<file path="config.mk">
export PLATFORM = sky130hd
export DESIGN_NAME = console_line_editor_top
export DESIGN_NICKNAME = d
export VERILOG_FILES = /design/src/rtl/cle_pkg.sv /design/src/rtl/console_line_editor_top.sv /design/src/rtl/cle_front.sv /design/src/rtl/cle_queue.sv /design/src/rtl/cle_back.sv
export SDC_FILE = /design/constraint.sdc
export NUM_CORES = 1
export LEC_CHECK = 0
export BUFFER_PORTS_ARGS = -buffer_cell sky130_fd_sc_hd__buf_4
export CORE_ASPECT_RATIO = 0.7
export CORE_MARGIN = 5
export CORE_UTILIZATION = 50
export DETAILED_ROUTE_END_ITERATION = 7
export MAX_ROUTING_LAYER = met4
export PLACE_DENSITY = 0.71
export SLEW_MARGIN = 20
export SYNTH_ARGS = -nofsm -noshare
export SYNTH_HDL_FRONTEND = slang
export SYNTH_HIERARCHICAL = 1
export SYNTH_SLANG_ARGS = --single-unit
</file>
<file path="constraint.sdc">
create_clock -name clock -period 2.8 [get_ports clock]
set_input_delay 0.28 -clock clock [delete_from_list [all_inputs] [get_ports clock]]
set_output_delay 0.28 -clock clock [all_outputs]
set_load 0.01 [all_outputs]
</file>
<file path="src/rtl/cle_pkg.sv">
// ----------------------------------------------------------------------------
// Console line editor package
// Shared constants, command codes, queue entry type and echo helpers.
// ----------------------------------------------------------------------------
`default_nettype none

package cle_pkg;

   // Default number of entries in the line store.
   localparam int LINE_DEPTH_DEFAULT = 128;

   // Entries in the queue between the front and the back.
   localparam int QUEUE_DEPTH = 4;

   // Command codes carried in the request tuser.
   localparam logic [1:0] CMD_RECEIVE = 2'd0;
   localparam logic [1:0] CMD_READ    = 2'd1;
   localparam logic [1:0] CMD_RELEASE = 2'd2;

   // Character codes.
   localparam logic [7:0] CH_BS    = 8'd8;
   localparam logic [7:0] CH_LF    = 8'd10;
   localparam logic [7:0] CH_CR    = 8'd13;
   localparam logic [7:0] CH_SP    = 8'd32;
   localparam logic [7:0] CH_DEL   = 8'd127;
   localparam logic [7:0] PRINT_LO = 8'd32;
   localparam logic [7:0] PRINT_HI = 8'd126;

   // What a classified item echoes.
   typedef enum logic [1:0] {
      ECHO_NONE,
      ECHO_CHAR,
      ECHO_RUBOUT,
      ECHO_CRLF
   } echo_kind_type;

   // One classified item, as handed from the front to the back.
   typedef struct packed {
      echo_kind_type kind;
      logic [7:0]    echo_char;
      logic          line_ready;
      logic [6:0]    line_length;
      logic [7:0]    read_data;
   } queue_entry_type;

   // Index of the final result that an item of this kind produces.
   function automatic logic [1:0] last_step(input echo_kind_type kind);
      logic [1:0] step;
      unique case (kind)
         ECHO_NONE:   step = 2'd0;
         ECHO_CHAR:   step = 2'd0;
         ECHO_RUBOUT: step = 2'd2;
         ECHO_CRLF:   step = 2'd1;
      endcase
      return step;
   endfunction

   // Echo byte for a given kind at a given result step.
   function automatic logic [7:0] echo_value(input echo_kind_type kind,
                                             input logic [7:0] ch,
                                             input logic [1:0] step);
      logic [7:0] value;
      unique case (kind)
         ECHO_NONE:   value = 8'd0;
         ECHO_CHAR:   value = ch;
         ECHO_RUBOUT: value = (step == 2'd1) ? CH_SP : CH_BS;
         ECHO_CRLF:   value = (step == 2'd0) ? CH_CR : CH_LF;
      endcase
      return value;
   endfunction

endpackage

`default_nettype wire

</file>
<file path="src/rtl/console_line_editor_top.sv">
// ----------------------------------------------------------------------------
// Console line editor
// Edits a command line from received serial bytes and produces echo bytes.
// ----------------------------------------------------------------------------
// Usage:
// The req channel takes one command per item: cmd in req_tuser, rx_byte and
// read_index in req_tdata. A receive command edits the line, a read command
// returns a stored character, a release command clears a finished line.
// The rsp channel gives one result item per echoed byte (up to three for a
// rubout), or one result with echo_valid low; rsp_tlast marks the final
// result of each command. Every result also shows the line-ready flag and
// the line length after the command.
// The first result of an item passes the stage register, the four-entry
// queue and the output register. Throughput: one item per cycle while each
// item gives one result and rsp_tready is high; an item with several results
// holds the output register until its last result is loaded, and the queue
// lets the front keep accepting meanwhile. The output register sets the rate.
// Reset clears the line length and the line-ready flag; the line store is
// not cleared and needs no clearing pass. When rsp_tready is low, results
// hold in the output register, the queue fills, and then req_tready drops.
// ----------------------------------------------------------------------------
`default_nettype none

module console_line_editor_top #(
   parameter int LINE_DEPTH = cle_pkg::LINE_DEPTH_DEFAULT
) (
   input  wire logic        clock,
   input  wire logic        reset,
   input  wire logic        req_tvalid,
   output logic             req_tready,
   input  wire logic [15:0] req_tdata,   // rx_byte[7:0], read_index[14:8], zero
   input  wire logic [1:0]  req_tuser,   // cmd[1:0]
   output logic             rsp_tvalid,
   input  wire logic        rsp_tready,
   output logic [23:0]      rsp_tdata,   // echo_byte[7:0], line_ready[8],
                                         // line_length[15:9], read_data[23:16]
   output logic [0:0]       rsp_tuser,   // echo_valid[0]
   output logic             rsp_tlast
);

   logic                     push_valid;
   logic                     push_ready;
   cle_pkg::queue_entry_type push_entry;
   logic                     pop_valid;
   logic                     pop_ready;
   cle_pkg::queue_entry_type pop_entry;

   // Front: accept, classify, keep line state and store.
   cle_front #(
      .LINE_DEPTH (LINE_DEPTH)
   ) u_front (
      .clock      (clock),
      .reset      (reset),
      .req_tvalid (req_tvalid),
      .req_tready (req_tready),
      .req_tuser  (req_tuser),
      .req_tdata  (req_tdata),
      .push_valid (push_valid),
      .push_ready (push_ready),
      .push_entry (push_entry)
   );

   // Queue between the two sides.
   cle_queue u_queue (
      .clock      (clock),
      .reset      (reset),
      .push_valid (push_valid),
      .push_ready (push_ready),
      .push_entry (push_entry),
      .pop_valid  (pop_valid),
      .pop_ready  (pop_ready),
      .pop_entry  (pop_entry)
   );

   // Back: expand entries into result items.
   cle_back u_back (
      .clock      (clock),
      .reset      (reset),
      .pop_valid  (pop_valid),
      .pop_ready  (pop_ready),
      .pop_entry  (pop_entry),
      .rsp_tvalid (rsp_tvalid),
      .rsp_tready (rsp_tready),
      .rsp_tdata  (rsp_tdata),
      .rsp_tuser  (rsp_tuser),
      .rsp_tlast  (rsp_tlast)
   );

endmodule

`default_nettype wire

</file>
<file path="src/rtl/cle_front.sv">
// ----------------------------------------------------------------------------
// Console line editor front
// Accepts request items, classifies them, keeps the line state and the line
// store, and hands one classified entry per item to the queue.
// ----------------------------------------------------------------------------
`default_nettype none

module cle_front #(
   parameter int LINE_DEPTH = cle_pkg::LINE_DEPTH_DEFAULT
) (
   input  wire logic                     clock,
   input  wire logic                     reset,
   input  wire logic                     req_tvalid,
   output logic                          req_tready,
   input  wire logic [1:0]               req_tuser,   // cmd
   input  wire logic [15:0]              req_tdata,   // rx_byte, read_index
   output logic                          push_valid,
   input  wire logic                     push_ready,
   output cle_pkg::queue_entry_type      push_entry
);

   localparam int AddrWidth = $clog2(LINE_DEPTH);
   localparam int CmpWidth  = (AddrWidth > 7) ? AddrWidth : 7;
   localparam logic [AddrWidth-1:0] CountMax = AddrWidth'(LINE_DEPTH - 1);

   logic [1:0]             cmd;
   logic [7:0]             rx_byte;
   logic [6:0]             read_index;
   logic                   accept;

   logic [AddrWidth-1:0]   count_ff, count_in, count_upd;
   logic                   done_ff, done_in, done_upd;

   cle_pkg::echo_kind_type kind;
   logic                   wr_en;
   logic                   rd_hit;

   logic                   stage_valid_ff, stage_valid_in;
   cle_pkg::echo_kind_type stage_kind_ff;
   logic [7:0]             stage_char_ff;
   logic                   stage_hit_ff;
   logic                   stage_ready_ff;
   logic [6:0]             stage_length_ff;

   logic [7:0]             line_mem [LINE_DEPTH];
   logic [7:0]             read_ff;

   assign cmd        = req_tuser;
   assign rx_byte    = req_tdata[7:0];
   assign read_index = req_tdata[14:8];

   // The stage register frees up when its entry moves into the queue.
   assign req_tready = !stage_valid_ff || push_ready;
   assign accept     = req_tvalid && req_tready;

   // Classify the item against the current line state.
   always_comb begin
      kind      = cle_pkg::ECHO_NONE;
      wr_en     = 1'b0;
      rd_hit    = 1'b0;
      count_upd = count_ff;
      done_upd  = done_ff;
      unique case (cmd)
         cle_pkg::CMD_RECEIVE: begin
            if (!done_ff) begin
               if (rx_byte == cle_pkg::CH_CR || rx_byte == cle_pkg::CH_LF) begin
                  if (count_ff != '0) begin
                     kind     = cle_pkg::ECHO_CRLF;
                     done_upd = 1'b1;
                  end
               end else if (rx_byte == cle_pkg::CH_BS || rx_byte == cle_pkg::CH_DEL) begin
                  if (count_ff != '0) begin
                     kind      = cle_pkg::ECHO_RUBOUT;
                     count_upd = count_ff - 1'b1;
                  end
               end else if (rx_byte >= cle_pkg::PRINT_LO && rx_byte <= cle_pkg::PRINT_HI) begin
                  if (count_ff != CountMax) begin
                     kind      = cle_pkg::ECHO_CHAR;
                     wr_en     = 1'b1;
                     count_upd = count_ff + 1'b1;
                  end
               end
            end
         end
         cle_pkg::CMD_READ: begin
            rd_hit = CmpWidth'(read_index) < CmpWidth'(count_ff);
         end
         cle_pkg::CMD_RELEASE: begin
            if (done_ff) begin
               count_upd = '0;
               done_upd  = 1'b0;
            end
         end
         default: begin
         end
      endcase
   end

   // Line state moves only on an accepted item.
   assign count_in = accept ? count_upd : count_ff;
   assign done_in  = accept ? done_upd : done_ff;

   assign stage_valid_in = accept ? 1'b1 : (push_ready ? 1'b0 : stage_valid_ff);

   always_ff @(posedge clock) begin
      if (reset) begin
         count_ff       <= '0;
         done_ff        <= 1'b0;
         stage_valid_ff <= 1'b0;
      end else begin
         count_ff       <= count_in;
         done_ff        <= done_in;
         stage_valid_ff <= stage_valid_in;
      end
   end

   // Stage payload, loaded with the item.
   always_ff @(posedge clock) begin
      if (accept) begin
         stage_kind_ff   <= kind;
         stage_char_ff   <= rx_byte;
         stage_hit_ff    <= rd_hit;
         stage_ready_ff  <= done_in;
         stage_length_ff <= 7'(count_in);
      end
   end

   // Line store: written at the current count, read at the requested index.
   always_ff @(posedge clock) begin
      if (accept && wr_en) begin
         line_mem[count_ff] <= rx_byte;
      end
      if (accept && rd_hit) begin
         read_ff <= line_mem[AddrWidth'(read_index)];
      end
   end

   // Entry handed to the queue.
   assign push_valid             = stage_valid_ff;
   assign push_entry.kind        = stage_kind_ff;
   assign push_entry.echo_char   = stage_char_ff;
   assign push_entry.line_ready  = stage_ready_ff;
   assign push_entry.line_length = stage_length_ff;
   assign push_entry.read_data   = stage_hit_ff ? read_ff : 8'd0;

endmodule

`default_nettype wire

</file>
<file path="src/rtl/cle_queue.sv">
// ----------------------------------------------------------------------------
// Console line editor queue
// Short first-in first-out buffer of classified entries between front and back.
// ----------------------------------------------------------------------------
`default_nettype none

module cle_queue (
   input  wire logic                     clock,
   input  wire logic                     reset,
   input  wire logic                     push_valid,
   output logic                          push_ready,
   input  wire cle_pkg::queue_entry_type push_entry,
   output logic                          pop_valid,
   input  wire logic                     pop_ready,
   output cle_pkg::queue_entry_type      pop_entry
);

   localparam int PtrWidth   = $clog2(cle_pkg::QUEUE_DEPTH);
   localparam int CountWidth = $clog2(cle_pkg::QUEUE_DEPTH + 1);
   localparam logic [CountWidth-1:0] CountFull = CountWidth'(cle_pkg::QUEUE_DEPTH);

   cle_pkg::queue_entry_type entry_ff [cle_pkg::QUEUE_DEPTH];
   logic [PtrWidth-1:0]      wr_ptr_ff, wr_ptr_in;
   logic [PtrWidth-1:0]      rd_ptr_ff, rd_ptr_in;
   logic [CountWidth-1:0]    fill_ff, fill_in;
   logic                     push;
   logic                     pop;

   assign push_ready = (fill_ff != CountFull);
   assign pop_valid  = (fill_ff != '0);
   assign push       = push_valid && push_ready;
   assign pop        = pop_valid && pop_ready;
   assign pop_entry  = entry_ff[rd_ptr_ff];

   // Pointer and fill updates.
   always_comb begin
      wr_ptr_in = push ? wr_ptr_ff + 1'b1 : wr_ptr_ff;
      rd_ptr_in = pop ? rd_ptr_ff + 1'b1 : rd_ptr_ff;
      fill_in   = fill_ff;
      if (push && !pop) begin
         fill_in = fill_ff + 1'b1;
      end else if (pop && !push) begin
         fill_in = fill_ff - 1'b1;
      end
   end

   always_ff @(posedge clock) begin
      if (reset) begin
         wr_ptr_ff <= '0;
         rd_ptr_ff <= '0;
         fill_ff   <= '0;
      end else begin
         wr_ptr_ff <= wr_ptr_in;
         rd_ptr_ff <= rd_ptr_in;
         fill_ff   <= fill_in;
      end
   end

   // Entry storage.
   always_ff @(posedge clock) begin
      if (push) begin
         entry_ff[wr_ptr_ff] <= push_entry;
      end
   end

endmodule

`default_nettype wire

</file>
<file path="src/rtl/cle_back.sv">
// ----------------------------------------------------------------------------
// Console line editor back
// Expands each queued entry into its one to three result items and holds
// them in the output register.
// ----------------------------------------------------------------------------
`default_nettype none

module cle_back (
   input  wire logic                     clock,
   input  wire logic                     reset,
   input  wire logic                     pop_valid,
   output logic                          pop_ready,
   input  wire cle_pkg::queue_entry_type pop_entry,
   output logic                          rsp_tvalid,
   input  wire logic                     rsp_tready,
   output logic [23:0]                   rsp_tdata,   // echo_byte, line_ready,
                                                      // line_length, read_data
   output logic [0:0]                    rsp_tuser,   // echo_valid
   output logic                          rsp_tlast
);

   logic [1:0]  step_ff, step_in;
   logic        rsp_valid_ff, rsp_valid_in;
   logic [23:0] rsp_data_ff;
   logic        rsp_user_ff;
   logic        rsp_last_ff;
   logic        load;
   logic        final_step;

   // A new result enters the output register when it is empty or being taken.
   assign load       = pop_valid && (!rsp_valid_ff || rsp_tready);
   assign final_step = (step_ff == cle_pkg::last_step(pop_entry.kind));
   assign pop_ready  = load && final_step;

   assign step_in      = load ? (final_step ? 2'd0 : step_ff + 2'd1) : step_ff;
   assign rsp_valid_in = load ? 1'b1 : (rsp_tready ? 1'b0 : rsp_valid_ff);

   always_ff @(posedge clock) begin
      if (reset) begin
         step_ff      <= 2'd0;
         rsp_valid_ff <= 1'b0;
      end else begin
         step_ff      <= step_in;
         rsp_valid_ff <= rsp_valid_in;
      end
   end

   // Output payload for the current step of the head entry.
   always_ff @(posedge clock) begin
      if (load) begin
         rsp_user_ff <= (pop_entry.kind != cle_pkg::ECHO_NONE);
         rsp_data_ff <= {pop_entry.read_data,
                         pop_entry.line_length,
                         pop_entry.line_ready,
                         cle_pkg::echo_value(pop_entry.kind, pop_entry.echo_char, step_ff)};
         rsp_last_ff <= final_step;
      end
   end

   assign rsp_tvalid   = rsp_valid_ff;
   assign rsp_tdata    = rsp_data_ff;
   assign rsp_tuser[0] = rsp_user_ff;
   assign rsp_tlast    = rsp_last_ff;

endmodule

`default_nettype wire

</file>
* Word level (Yosys, flattened, before mapping)
Memories as Yosys holds them, arrays and structs flattened. A register that Yosys moved wholly into a read port is not among the register bits.
Index checks and enable logic that the tools add are counted.
** Storage, ports and cells
- Bits in registers :: 64
- RAM bits :: 1128
- Bits of input ports :: 22
- Word-level logic and storage cells :: 116
- Memories kept :: 2
** Memory list
- u_front.line_mem :: words 128, bits a word 8, rd ports 1, clocked after Yosys merged registers in 1, wr ports 1, line cle_front.sv:45 : logic [7:0] line_mem [LINE_DEPTH];
- u_queue.entry_ff :: words 4, bits a word 26, rd ports 1, clocked after Yosys merged registers in 1, wr ports 1, line cle_queue.sv:22 : cle_pkg::queue_entry_type entry_ff [cle_pkg::QUEUE_DEPTH];
** Cells by class
- Add/subtract/negate cells :: 7
- Order comparisons :: 3
- Equality and inequality tests :: 13
- Mux-type cells :: 45
- Bitwise operators :: 1
- Reduce and logical (&&, ||, !) cells :: 29
** Operator list (number)
- 7-bit 2-to-1 mux :: 8
- 8-bit case mux with 4 select lines :: 1
- 8-bit by 4-bit equality test with 1-bit output (second input constant) :: 3
- 1-bit 2-to-1 mux :: 20
- 2-bit 2-to-1 mux :: 8
- 7-bit case mux with 2 select lines :: 1
- 1-bit logical AND :: 10
- 3-bit 2-to-1 mux :: 3
- 8-bit by 7-bit equality test with 1-bit output (second input constant) :: 1
- 8-bit by 6-bit greater-or-equal comparator with 1-bit output (second input constant) :: 1
- 8-bit by 7-bit less-or-equal comparator with 1-bit output (second input constant) :: 1
- 8-bit 2-to-1 mux :: 1
- 2-bit nonzero test :: 4
- 7-bit by 1-bit adder with 7-bit output (second input constant) :: 1
- 7-bit < comparator :: 1
- 7-bit != test (second input constant) :: 1
- 7-bit nonzero test :: 1
- 7-bit by 1-bit subtractor with 7-bit output (second input constant) :: 1
- 2-bit by 1-bit adder with 2-bit output (second input constant) :: 3
- 2-bit by 1-bit equality test with 1-bit output (second input constant) :: 3
- 2-bit equality test (second input constant) :: 3
- 2-bit zero test :: 3
- 6-bit 2-to-1 mux :: 1
- 2-bit case mux with 3 select lines :: 1
- 10 further kinds :: 17

* Depth between registers and ports, before layout
- Word-level depth :: 10
- Mapped depth :: 13
- Gate-level depth less buffers :: 11

* By module
The synthesis kept the hierarchy.
** Modules (own cells, without submodules)
- cle_front :: times used 1, cells an instance 2124, area each 41259.6 µm², seq. area each 31740.4 µm²
- cle_queue :: times used 1, cells an instance 184, area each 4262.8 µm², seq. area each 3303.2 µm²
- cle_back :: times used 1, cells an instance 71, area each 1098.6 µm², seq. area each 840.8 µm²

* Worst setup path before layout
OpenSTA, ideal clock, no wires.
- Kind :: register -> register
- Start :: register u_queue.fill_ff[0]
- End :: memory u_front.line_mem[120][0], enable pin
- Arrival :: 2765 ps
- Required time :: 2429 ps
- Setup slack :: -336 ps
- Cell stages (with the launch flop) :: 9
- Buffers on the path :: 0
- Period minus slack after synthesis :: 3136 ps
- Cell sequence :: dfxtp_1 nor2_1 nand2_1 nand2b_1 and2_1 nand3_1 nor4_1 nand3_1 nor2_1
** On the way
- Cells in the longest elaborated chain, start to end :: 6
** RTL lines
- start: declaration :: line cle_queue.sv:25 : logic [CountWidth-1:0] fill_ff, fill_in;
- start signal: assignment :: line cle_queue.sv:55 : fill_ff <= fill_in;
- 3-bit != test :: line cle_queue.sv:29 : assign push_ready = (fill_ff != CountFull);
- via push_ready :: line console_line_editor_top.sv:42 : logic push_ready;
- 1-bit logical OR :: line cle_front.sv:53 : assign req_tready = !stage_valid_ff || push_ready;
- via req_tready :: line console_line_editor_top.sv:30 : output logic req_tready,
- 1-bit logical AND :: line cle_front.sv:54 : assign accept = req_tvalid && req_tready;
- via u_front.accept :: line cle_front.sv:29 : logic accept;
- 1-bit logical AND :: line cle_front.sv:130 : if (accept && wr_en) begin
- 1-bit 2-to-1 mux :: line cle_front.sv:130
- 1-bit 2-to-1 mux (not written as such) :: line cle_front.sv:131 : line_mem[count_ff] <= rx_byte;
- end: declaration :: line cle_front.sv:45
The timed path passes the listed nets, and every way through them passes these cells.

* Worst setup path after layout
- Start :: register u_queue.fill_ff[1]
- End :: memory u_front.line_mem[25][4], enable pin
** On the way
- Cells in the longest elaborated chain, start to end :: 6
** RTL lines (line)
- 3-bit != test :: cle_queue.sv:29
- via push_ready :: console_line_editor_top.sv:42
- 1-bit logical OR :: cle_front.sv:53
- 1-bit logical AND :: cle_front.sv:54
- 1-bit logical AND :: cle_front.sv:130
- 1-bit 2-to-1 mux :: cle_front.sv:130
- 1-bit 2-to-1 mux (not written as such) :: cle_front.sv:131
The timed path passes the listed nets, and every way through them passes these cells.

==> metrics.yaml <==
grt_max_degree: 134
cp_max_fo: 8
clk_latency_ps: 700
cp-end-kind: "flip-flop"
synth_area_leader_cell: "edfxtp_1"
dp_hpwl_um: 67300
placed_area_mm2: 0.04991
fmax_mhz: 348.5
seq_area_mm2: 0.03589
syn2layout_area_growth_pct: 15.13
avgSynthCellArea_um2: 19.60
first_global_vias: 24370
synth-edff-count: 1181
yosys-top-cells-count: "edfxtp_1 (1181), mux4_2 (212), nor2_1 (159)"
wire_per_inst_um: 27.84
hold_viol: 0
finalCritPeriodShare_pct: 102.5
vias: 24380
yosysMostFrequentCell: "edfxtp_1"
fin_area_mm2: 0.05368
synth.ff_latch_count: 1202
drc: 0
cts_made_buffers: 104
drive_above_1_share_pct: 25.84
yosys.area.top_type_share_pct: 76.07
peakVddDrop_v: 0.0005802
ff2ff_path_depth: 8
synth.area.top_cells: "edfxtp_1 (76%), mux4_2 (10%), mux2i_1 (2.8%)"
cts_max_path_buffers: 3
root_buffer: "clkbuf_16"
fill_cells: 6591
clock_sinks: 1202
multiInputGateArea_mm2: 0.01053
portBuffers: 48
setup_ws_ps: -69.63
ys_async_sr_fraction_pct: 0
nNetsFinal: 2666
synth_area_mm2: 0.04662
dieWidth_um: 375.0
leakage_nw: 17.34
wl_um: 110000
synth-compound-area-share_pct: 3.811
ant_nets: 0
post_synth_mux_area_share_pct: 13.42
drt_iter0_drc: 3256
initial_core_util_pct: 50.52
die_h_um: 265.5
fin_setup_tns_ps: -1132
grt_pass1_wl_um: 162900
fp.coreArea_mm2: 0.09227
startpoint_type: "flip-flop"
dr.pass1.iters: 8
vias_per_cell: 6.171
rows: 93
slew_headroom_pct: 29.76
power.density_mw_per_mm2: 696.9
maxCapViolCount: 0
status: "complete, but fails checks"
synth_xor_area_share_pct: 0.1315
period_needed_ps: 2870
yosys.area_share.simple_pct: 3.929
cts.htree.levels: 3
netlist_instances: 2379
finalSetupViolCount: 36
synth_top_family_by_area: "multiplexers"
crit_type: "flip-flop to flip-flop"
drv_slew: 0
ys_warn_count: 6
violations: "setup timing"
worstMarginPinSlew_ps: 1054
ys_seq_area_share_pct: 76.97
grt_overflow: 0
antenna_found_initial: 5
die-area_mm2: 0.09955
total_power_mw: 37.41
utilization_pct: 58.17
hold_class: "input pin to flip-flop"
clock-skew-final_ps: 26.06
whs_path_depth: 2
required_ps: 3120
synthFlopType: "edfxtp_1"
io_pins: 50
grt_util_all_layers_pct: 22.77
synth_cell_type_count: 65
critPathArrivalTime_ps: 3190
rsz0062_at_grt: "true"
cts_tree: "built"
path_clk_slew_ps: 70
gp_congestion: 0.9147
synth_adder_area_share_pct: 0.4723
syn_nets: 2418
[stage by stage]
stage | cells | setup WS (ps) | hold slack (ps)
finish | 3950 | -69.63 | 83.13
global route | 3949 | -162.6 | 60.34
CTS | 3946 | -49.19 | 28.70
detailed placement | 3744 | -276.8 | 481.4
global placement | 3744 | -142.7 | 466.8
floorplan | 2379 | -103.0 | 349.1
[layer usage]
metal	part of all wire (%)	wire length [um]	vias to the layer above	GRT usage [%]
li1	-	-	10240	-
met3	12	13290	154	6.467
met5	0	0	-	-
met4	1.8	1946	0	4.829
met1	42	45790	12610	33.58
met2	44	48930	1368	32.10
[flip-flops by register name (all words and copies together), names as in the netlist, named ones only]
signal,count
u_front/read_ff,8
u_back/rsp_tlast,1
u_front/stage_char_ff,8
u_front/push_valid,1
u_front/count_ff,7
u_front/stage_hit_ff,1
u_queue/wr_ptr_ff,2
u_front/line_mem,1024
u_queue/rd_ptr_ff,2
u_back/rsp_tuser,1
u_front/stage_length_ff,7
u_front/stage_kind_ff,2
u_queue/entry_ff,104
u_front/done_ff,1
u_back/rsp_tdata,24
u_back/step_ff,2
u_back/rsp_tvalid,1
u_queue/fill_ff,3
u_front/stage_ready_ff,1
[power by group]
part	total (mW)	switching, mW	internal (mW)
Combinational	2.94	1.70	1.24
Clock	14.1	6.27	7.81
Sequential	20.4	0.158	20.2
[cell families after synthesis]
group           count (synthesis)
compound gates                255
xor+xnor                        7
fa+ha+maj                      17
buf+inv                       141
flops                        1202
mux                           350
simple gates                  407
[worst paths after layout]
kind	start	end	slack, ps
setup / recovery	u_queue/fill_ff[1]	u_front/line_mem[25][4]	-70
hold / removal	req_tdata[5]	u_front/line_mem[3][5]	80
setup reg to reg	u_queue/fill_ff[1]	u_front/line_mem[25][4]	-70
hold reg to reg	u_front/stage_length_ff[5]	u_queue/entry_ff[1][13]	500
[timing repair]
item / CTS / global route
gates resized for setup: 51 / 46
pin swaps: 0 / 3
hold buffers: 8 / 0
endpoints found under the hold margin: 36 / 0
endpoints found under the setup margin: 344 / 364
setup buffers: 2 / 2
[placed cells by master, fill, tap and decap left out, drive strengths merged, types with 4 or more instances in the layout]
cell / n
dfxtp: 21
nand3b: 7
bufinv: 9
clkinv: 51
nand3: 28
or3b: 4
nand4: 5
a211oi: 59
inv: 19
clkbuf: 124
mux4: 218
nor2b: 5
and4: 4
o21ai: 19
edfxtp: 1181
dlygate4sd3: 8
nor3: 14
buf: 259
ha: 16
nor4: 13
clkinvlp: 5
a21oi: 19
and2: 21
a21boi: 4
mux2i: 131
nand2: 125
a22oi: 65
xor2: 5
or3: 4
a31oi: 4
nor2: 159
nand2b: 7
o22ai: 58
[critical path, stage by stage (launching register included)]
cell and delay [ps]:
dfxtp_1 410, nor2_1 90, nand2_1 60, nand2b_1 210
nand3_1 170, nor2_1 150, and4_1 420, nand2_1 290
nor2_1 700
[layout make-up]
class	instances	share of cell area (%)
diodes	2	0.009324
flip-flops and latches	1202	66.86
inverters	16	0.1119
clock inverters	68	1.051
clock buffers	124	5.107
repair buffers	267	4.366
well taps	1235	2.879
multi-input cells	1036	19.62
Power figures use the tool's default switching activity.
